===== src/hdl/htt_pkg.sv =====
package htt_pkg;

    // token kinds
    localparam logic [1:0] KIND_TEXT  = 2'd0;
    localparam logic [1:0] KIND_OPEN  = 2'd1;
    localparam logic [1:0] KIND_CLOSE = 2'd2;

    // result tuser layout, lowest bit up
    localparam int U_KIND_LSB = 0;
    localparam int U_BEGIN    = 2;
    localparam int U_DONE     = 3;
    localparam int U_W        = 4;

    // markup characters
    localparam logic [7:0] CH_LT    = 8'h3C;
    localparam logic [7:0] CH_GT    = 8'h3E;
    localparam logic [7:0] CH_BANG  = 8'h21;
    localparam logic [7:0] CH_DASH  = 8'h2D;
    localparam logic [7:0] CH_SLASH = 8'h2F;

    // most results one document byte can cause
    localparam int MAX_RES = 4;

    typedef struct packed {
        logic [1:0] kind;
        logic [7:0] tbyte;
        logic       begins;
        logic       done;
        logic       last;
    } res_t;

    function automatic logic is_upper(input logic [7:0] b);
        return (b >= 8'h41) && (b <= 8'h5A);
    endfunction

    function automatic logic is_alpha(input logic [7:0] b);
        return is_upper(b) || ((b >= 8'h61) && (b <= 8'h7A));
    endfunction

    function automatic logic is_alnum(input logic [7:0] b);
        return is_alpha(b) || ((b >= 8'h30) && (b <= 8'h39));
    endfunction

    function automatic logic [7:0] to_lower(input logic [7:0] b);
        return is_upper(b) ? (b | 8'h20) : b;
    endfunction

    function automatic res_t mk_res(input logic [1:0] kind, input logic [7:0] tbyte,
                                    input logic begins, input logic done);
        res_t r;
        r.kind   = kind;
        r.tbyte  = tbyte;
        r.begins = begins;
        r.done   = done;
        r.last   = 1'b0;
        return r;
    endfunction

endpackage


===== src/hdl/html_tag_text_tokenizer.sv =====
// channel  | direction | tdata             | tuser (low bit up)                     | tlast
// s_       | in        | data_byte[7:0]    | -                                      | end_mark
// m_       | out       | token_byte[7:0]   | token_kind[1:0], begins_token, done    | last
//
// one document byte per cycle while m_tready is high; a byte that gives one result or none
// is taken every cycle; a byte that gives n results (at most 4, after a failed "<", "<!"
// or "<!-" lookahead or at end of document) holds the input side while the result buffer
// drains one result per cycle while m_tready is high, until its last result is taken
// aresetn is synchronous, active low, and clears the scanner and the result buffer
// a stall on m_ holds the current result; s_tready falls until the buffer can take a request
module html_tag_text_tokenizer
    import htt_pkg::*;
(
    input  logic           aclk,
    input  logic           aresetn,
    input  logic           s_tvalid,
    output logic           s_tready,
    input  logic [7:0]     s_tdata,   // data_byte[7:0]
    input  logic           s_tlast,   // end_mark
    output logic           m_tvalid,
    input  logic           m_tready,
    output logic [7:0]     m_tdata,   // token_byte[7:0]
    output logic [U_W-1:0] m_tuser,   // token_kind[1:0], begins_token, stream_done
    output logic           m_tlast    // last result of this request
);

    // scanner modes
    localparam logic [3:0] M_TEXT      = 4'd0;
    localparam logic [3:0] M_LT        = 4'd1;
    localparam logic [3:0] M_LT_BANG   = 4'd2;
    localparam logic [3:0] M_LT_BANG_D = 4'd3;
    localparam logic [3:0] M_OPEN      = 4'd4;
    localparam logic [3:0] M_CLOSE     = 4'd5;
    localparam logic [3:0] M_SKIP      = 4'd6;
    localparam logic [3:0] M_COMMENT   = 4'd7;

    logic [3:0] mode_reg,  mode_next;
    logic [1:0] dash_reg,  dash_next;
    logic       tto_reg,   tto_next;
    logic       cns_reg,   cns_next;

    res_t       res_reg   [MAX_RES];
    res_t       res_new   [MAX_RES];
    logic [2:0] n_new;
    logic [2:0] cnt_reg,  cnt_next;
    logic [1:0] rd_reg,   rd_next;

    logic       s_acc, m_acc;
    res_t       cur;

    // result buffer handshake
    assign m_tvalid = (cnt_reg != 3'd0);
    assign m_acc    = m_tvalid && m_tready;
    assign s_tready = (cnt_reg == 3'd0) || ((cnt_reg == 3'd1) && m_tready);
    assign s_acc    = s_tvalid && s_tready;

    assign cur     = res_reg[rd_reg];
    assign m_tdata = cur.tbyte;
    assign m_tuser = {cur.done, cur.begins, cur.kind};
    assign m_tlast = cur.last;

    // scan one byte: next state and up to four results
    always_comb begin
        logic [7:0] b;
        logic       do_flush;
        logic       do_feed;
        logic [2:0] n;
        b         = s_tdata;
        do_flush  = 1'b0;
        do_feed   = 1'b0;
        n         = 3'd0;
        mode_next = mode_reg;
        dash_next = dash_reg;
        tto_next  = tto_reg;
        cns_next  = cns_reg;
        for (int i = 0; i < MAX_RES; i++) begin
            res_new[i] = mk_res(KIND_TEXT, 8'h00, 1'b0, 1'b0);
        end

        if (s_tlast) begin
            do_flush = (mode_reg == M_LT) || (mode_reg == M_LT_BANG)
                       || (mode_reg == M_LT_BANG_D);
        end else begin
            case (mode_reg)
                M_LT: begin
                    if (b == CH_BANG) begin
                        mode_next = M_LT_BANG;
                    end else if (b == CH_SLASH) begin
                        mode_next = M_CLOSE;
                        cns_next  = 1'b0;
                    end else if (is_alpha(b)) begin
                        mode_next  = M_OPEN;
                        res_new[0] = mk_res(KIND_OPEN, to_lower(b), 1'b1, 1'b0);
                        n          = 3'd1;
                    end else begin
                        do_flush = 1'b1;
                        do_feed  = 1'b1;
                    end
                end
                M_LT_BANG: begin
                    if (b == CH_DASH) begin
                        mode_next = M_LT_BANG_D;
                    end else begin
                        do_flush = 1'b1;
                        do_feed  = 1'b1;
                    end
                end
                M_LT_BANG_D: begin
                    if (b == CH_DASH) begin
                        mode_next = M_COMMENT;
                        dash_next = 2'd0;
                    end else begin
                        do_flush = 1'b1;
                        do_feed  = 1'b1;
                    end
                end
                M_OPEN: begin
                    if (is_alnum(b)) begin
                        res_new[0] = mk_res(KIND_OPEN, to_lower(b), 1'b0, 1'b0);
                        n          = 3'd1;
                    end else begin
                        mode_next = (b == CH_GT) ? M_TEXT : M_SKIP;
                    end
                end
                M_CLOSE: begin
                    if (is_alnum(b)) begin
                        res_new[0] = mk_res(KIND_CLOSE, to_lower(b), !cns_reg, 1'b0);
                        n          = 3'd1;
                        cns_next   = 1'b1;
                    end else begin
                        mode_next = (b == CH_GT) ? M_TEXT : M_SKIP;
                    end
                end
                M_SKIP: begin
                    if (b == CH_GT) begin
                        mode_next = M_TEXT;
                    end
                end
                M_COMMENT: begin
                    if (b == CH_DASH) begin
                        if (dash_reg < 2'd2) begin
                            dash_next = dash_reg + 2'd1;
                        end
                    end else if ((b == CH_GT) && (dash_reg >= 2'd2)) begin
                        mode_next = M_TEXT;
                        dash_next = 2'd0;
                    end else begin
                        dash_next = 2'd0;
                    end
                end
                default: begin
                    mode_next = M_TEXT;
                    do_feed   = 1'b1;
                end
            endcase
        end

        // held lookahead comes out as text
        if (do_flush) begin
            res_new[n[1:0]] = mk_res(KIND_TEXT, CH_LT, 1'b1, 1'b0);
            n               = n + 3'd1;
            tto_next        = 1'b0;
            if ((mode_reg == M_LT_BANG) || (mode_reg == M_LT_BANG_D)) begin
                res_new[n[1:0]] = mk_res(KIND_TEXT, CH_BANG, 1'b1, 1'b0);
                n               = n + 3'd1;
                tto_next        = 1'b1;
            end
            if (mode_reg == M_LT_BANG_D) begin
                res_new[n[1:0]] = mk_res(KIND_TEXT, CH_DASH, 1'b0, 1'b0);
                n               = n + 3'd1;
            end
            mode_next = M_TEXT;
        end

        // plain text byte
        if (do_feed) begin
            if (b == CH_LT) begin
                mode_next = M_LT;
                tto_next  = 1'b0;
            end else begin
                res_new[n[1:0]] = mk_res(KIND_TEXT, b, !tto_next, 1'b0);
                n               = n + 3'd1;
                tto_next        = 1'b1;
            end
        end

        // end of document: done marker and back to reset state
        if (s_tlast) begin
            res_new[n[1:0]] = mk_res(KIND_TEXT, 8'h00, 1'b0, 1'b1);
            n               = n + 3'd1;
            mode_next       = M_TEXT;
            dash_next       = 2'd0;
            tto_next        = 1'b0;
            cns_next        = 1'b0;
        end

        // mark the final result
        if (n != 3'd0) begin
            res_new[n[1:0] - 2'd1].last = 1'b1;
        end
        n_new = n;
    end

    // buffer count and read pointer
    always_comb begin
        cnt_next = cnt_reg;
        rd_next  = rd_reg;
        if (m_acc) begin
            cnt_next = cnt_reg - 3'd1;
            rd_next  = rd_reg + 2'd1;
        end
        if (s_acc) begin
            cnt_next = n_new;
            rd_next  = 2'd0;
        end
    end

    // control state
    always_ff @(posedge aclk) begin
        if (!aresetn) begin
            mode_reg <= M_TEXT;
            dash_reg <= 2'd0;
            tto_reg  <= 1'b0;
            cns_reg  <= 1'b0;
            cnt_reg  <= 3'd0;
            rd_reg   <= 2'd0;
        end else begin
            cnt_reg <= cnt_next;
            rd_reg  <= rd_next;
            if (s_acc) begin
                mode_reg <= mode_next;
                dash_reg <= dash_next;
                tto_reg  <= tto_next;
                cns_reg  <= cns_next;
            end
        end
    end

    // result payload
    always_ff @(posedge aclk) begin
        if (s_acc) begin
            for (int i = 0; i < MAX_RES; i++) begin
                res_reg[i] <= res_new[i];
            end
        end
    end

endmodule


===== config.mk =====
export PLATFORM = sky130hd
export DESIGN_NAME = html_tag_text_tokenizer
export DESIGN_NICKNAME = d
export VERILOG_FILES = /design/src/hdl/htt_pkg.sv /design/src/hdl/html_tag_text_tokenizer.sv
export SDC_FILE = /design/constraint.sdc
export NUM_CORES = 1
export LEC_CHECK = 0
export BUFFER_PORTS_ARGS = -buffer_cell sky130_fd_sc_hd__clkbuf_2
export CORE_MARGIN = 10
export CORE_UTILIZATION = 31
export DETAILED_ROUTE_END_ITERATION = 12
export PLACE_DENSITY = 0.55
export SLEW_MARGIN = 5
export SYNTH_ARGS = -nofsm -noshare
export SYNTH_HDL_FRONTEND = slang
export SYNTH_SLANG_ARGS = --single-unit

===== constraint.sdc =====
create_clock -name aclk -period 5.8 [get_ports aclk]
set_input_delay 0.29 -clock aclk [delete_from_list [all_inputs] [get_ports aclk]]
set_output_delay 0.29 -clock aclk [all_outputs]
set_load 0.02 [all_outputs]

# Word level (Yosys, flattened, before mapping)
# Memories as Yosys holds them, arrays and structs flattened. A register that Yosys moved wholly into a read port is not among the register bits.
# Cells that the tools add are included.
[totals] reg_bits=13 ram_bits=52 in_bits=13 out_inout_bits=15 elab_cells=193 mem_count=1
[memory_table] name="res_reg" depth=4 width=13 rd=1 rd_ports_with_merged_regs=1 wr=4 line_no="html_tag_text_tokenizer.sv:42" text="res_t res_reg [MAX_RES];"
[classes] add_sub_neg=9 order_cmp=20 n_eq_ne=18 n_mux=87 bitwise=19 n_reduce_logical=33
[ops] op="$mux W52" count=8
[ops] op="$demux W13 S2" count=6
[ops] op="$bwmux W52" count=2
[ops] op="$mux W13" count=7
[ops] op="$mux W4" count=13
[ops] op="$and A48 B48 Y48" count=1
[ops] op="$mux W12" count=4
[ops] op="$not A48 Y48" count=1
[ops] op="$and A40 B40 Y40" count=1
[ops] op="$eq A8 B6 Y1 const B" count=5
[ops] op="$not A40 Y40" count=1
[ops] op="$pmux W13 S3" count=1
[ops] op="$and A36 B36 Y36" count=1
[ops] op="$not A36 Y36" count=1
[ops] op="$and A32 B32 Y32" count=1
[ops] op="$not A32 Y32" count=1
[ops] op="$mux W3" count=10
[ops] op="$pmux W4 S6" count=1
[ops] op="$mux W1" count=23
[ops] op="$or A20 B20 Y20" count=1
[ops] op="$ge A3 B3 Y1 const B" count=6
[ops] op="$lt A3 B1 Y1 const B" count=6
[ops] op="$not A2 Y3" count=6
[ops] op="$eq A4 B3 Y1 const B" count=4
[ops] op="35 further kinds" count=75

# Logic depth before layout (Yosys ltp)
[depth] word_depth=28 ltp_mapped=18 mapped_depth_nobuf=16

# Worst setup path after synthesis
# Ideal clock, no wire load.
[synth_path] path_type="input-to-reg" from="input s_tdata[0]" to="memory res_reg[3][0] in the netlist's numbering, data pin" t_arrival_ns=3.886 t_required_ns=5.667 path_slack_ns=1.781 cell_stages=17 n_path_buf=1 cell_sequence="clkbuf_1 -> a21oi_1 -> o221a_2 -> nand3_1 -> a211oi_2 -> ha_1 -> xor2_1 -> a21oi_1 -> nor2_2 -> inv_1 -> ha_1 -> inv_1 -> a21o_1 -> ha_1 -> and2_1 -> a221oi_1 -> and3b_1"
[synth_rtl] element="from (decl)" line_no="html_tag_text_tokenizer.sv:18" text="input logic [7:0] s_tdata,"
[synth_rtl] element="to (decl)" line_no="html_tag_text_tokenizer.sv:42"

==> impl_metrics.toml <==
[die]
initial_utilization = 0.319
die_h_um = 132
core_area_sq_mm = 0.0121
ios = 28
die_width_um = 132
std_cell_rows = 40
die-area_sq_mm = 0.0173

[yosys]
synth_top_area_frac = 0.358
synth_edf_count = 46
async_flop_share = 0
synth.distinct_cells = 71
syn_inst = 356
avgSynthCellArea_sq_um = 10.8
yosysWarnings = 0
ys_top_cells_by_area = "edfxtp_1, dfxtp_1, mux4_2, ha_1, a21oi_1"
syn_nets = 388
ys_seq_area_frac = 0.436
synth-seq-cells = 61
syn_area_sq_mm = 0.00386
ys.flop_type = "edfxtp_1"
yosys.area.top_type = "edfxtp_1"

[clock_tree]
clk_path_buf_depth = 2
htree_levels = 3
cts_root_buf = "clkbuf_16"
clk_pin_slew_worst_paths_ps = 50
postCtsSetupBuffers = 0
cts_buffers = 9
cts_tree = "yes"
cts.sinks = 61
holdBufCountCts = 0
clock_latency_ps = 340
cts_resized = 0

[global_routing]
grt_pass1_wl_mm = 16.3
grt_max_degree = 54
grt.overflow.total = 0
antenna_found_initial = 0
gr-usage-all-layers = 0.116
grt_pass1_vias = 3059

[drt]
vias = 2958
antenna_left = 0
vias_per_cell = 5.39
drt_iter0_drc = 315
wire_per_inst_um = 17.9
wirelength_mm = 9.82
dr.pass1.iters = 5
drc = 0

[placement]
place_area_sq_mm = 0.00412
portBuffers = 27
hpwl_mm = 7.03
gp_congestion = 0.919

[power]
power.leakage_nw = 1.66
ir_drop_mv = 0.146
p_per_area_mw_per_mm2 = 363
internal_power_mw = 1.12
p_sw_uw = 485
clockPowerShare = 0.353
comb_power_share = 0.238
total_power_mw = 1.61
swShare = 0.302
p_seq_frac = 0.409

[worst_setup_path]
cp.required_ps = 6010
crit_path_max_fanout = 13
critPathCaptureType = "flop"
critPathArrivalTime_ps = 4810
worstSetupPathType = "flop to flop"
startpoint_type = "flop"

[sta]
slew_viol_final = 0
tightest_slew_ps = 1120
setup_tns_ps = 0
slew_headroom = 0.251
setup_violations = 0
skew_ps = 8.00
hold_viol = 0
fin_crit_sh = 0.793
rsz0062_at_grt = "no"
fin_crit_ps = 4600
whs_ps = 296
max_freq_ghz = 0.217

[final_layout]
finalNetCount = 408
design_area_sq_mm = 0.00442
drive_gt1_frac = 0.192
fillers = 1231
syn_to_final_growth_pct = 14.7
diodes = 0
largest_reg_flops = 46

[worst_hold_path]
worstHoldPathType = "primary input to flop"

[status]
outcome = "finished clean"

[run]
cap_viol_max_count = 0
-- worst max-delay path, stage by stage, from the launching register on --
cell      delay, ps
dfxtp_1         550
nor2b_1         300
and2_1          240
nand3_1         180
a211oi_2        490
ha_1            340
xor2_1          180
a21oi_1         440
nor2_2          160
inv_1           110
ha_1            230
inv_1           140
a21o_1          200
ha_1            240
and2_1          180
a221oi_1        280
and3b_1         210
-- placed cells by master, fill, tap and decap left out, types with 6 or more instances in the layout --
| cell type | Yosys | routed |
|---|---|---|
| and2_1 | 12 | 12 |
| clkbuf_2 | 0 | 27 |
| nand2_1 | 20 | 20 |
| a21oi_1 | 27 | 27 |
| edfxtp_1 | 46 | 46 |
| clkbuf_16 | 0 | 9 |
| o21ai_0 | 10 | 10 |
| and3_1 | 20 | 20 |
| a21o_1 | 6 | 6 |
| mux4_2 | 11 | 11 |
| ha_1 | 19 | 19 |
| nand3_1 | 16 | 16 |
| inv_1 | 11 | 11 |
| dfxtp_1 | 15 | 15 |
| nor2_1 | 26 | 26 |
-- final cells by class --
| class | count | area (sq um) | area share |
|---|---|---|---|
| multi-input combinational | 264 | 2040 | 0.460 |
| sequential | 61 | 1680 | 0.380 |
| clock buffer | 12 | 236 | 0.0535 |
| tap | 168 | 210 | 0.0475 |
| timing repair buffer | 28 | 143 | 0.0322 |
| clock inverter | 4 | 72.6 | 0.0164 |
| inverter | 12 | 45.0 | 0.0102 |
-- metrics by stage --
step	cells	util	setup WS [ps]
floorplan	356	-	1780
global placement	533	0.340	1420
detailed placement	533	0.340	1270
CTS	549	0.365	1240
global route	549	0.365	722
finish	549	0.365	1200
-- cells in the mapped netlist, drive strengths merged (6+ instances only) --
master and number:
a211oi 9, a21o 6, a21oi 27, and2 12
and3 20, buf 7, clkbuf 12, dfxtp 15
edfxtp 46, ha 19, inv 11, mux4 11
nand2 20, nand2b 6, nand3 17, nor2 27
nor3 6, o21ai 12
-- worst paths after layout --
| kind | startpoint | endpoint | slack [ps] | cells past startpoint |
|---|---|---|---|---|
| worst max register to register | mode_reg[0]$_SDFFE_PN0P_ | res_reg[3][0]$_SDFFCE_PN0P_ | 1200 | 16 |
| worst max-delay path | mode_reg[0]$_SDFFE_PN0P_ | res_reg[3][0]$_SDFFCE_PN0P_ | 1200 | 16 |
| worst min register to register | cns_reg$_SDFFE_PN0P_ | cns_reg$_SDFFE_PN0P_ | 480 | 2 |
| worst min-delay path | aresetn | mode_reg[3]$_SDFFE_PN0P_ | 300 | 2 |
-- routing by layer --
metal | vias up | track usage | wire, um
met4 | 0 | 0.0581 | 245
met1 | 1430 | 0.147 | 4460
met3 | 26 | 0.0236 | 640
li1 | 1398 | - | -
met5 | - | 0 | 0
met2 | 104 | 0.182 | 4470
-- cell families (layout without fill, tap and decap cells) --
logic type / Yosys count / in the layout / synth area share
buffers and inverters: 31 / 56 / 0.0366
AO/OA/AOI/OAI: 92 / 92 / 0.183
flip-flops: 61 / 61 / 0.436
adder cells (fa/ha/maj): 19 / 19 / 0.0616
multiplexers: 15 / 15 / 0.0746
XOR/XNOR: 7 / 7 / 0.0159
AND/OR/NAND/NOR: 131 / 131 / 0.192
-- power groups by stage --
stage / clock, mW / sequential (mW) / combinational (mW)
finish: 0.567 / 0.657 / 0.381
global route: 0.587 / 0.671 / 0.424
CTS: 0.573 / 0.660 / 0.390
detailed placement: 0 / 0.668 / 0.388
global placement: 0 / 0.664 / 0.387
floorplan: 0 / 0.637 / 0.294
Power figures use the tool's default switching activity.
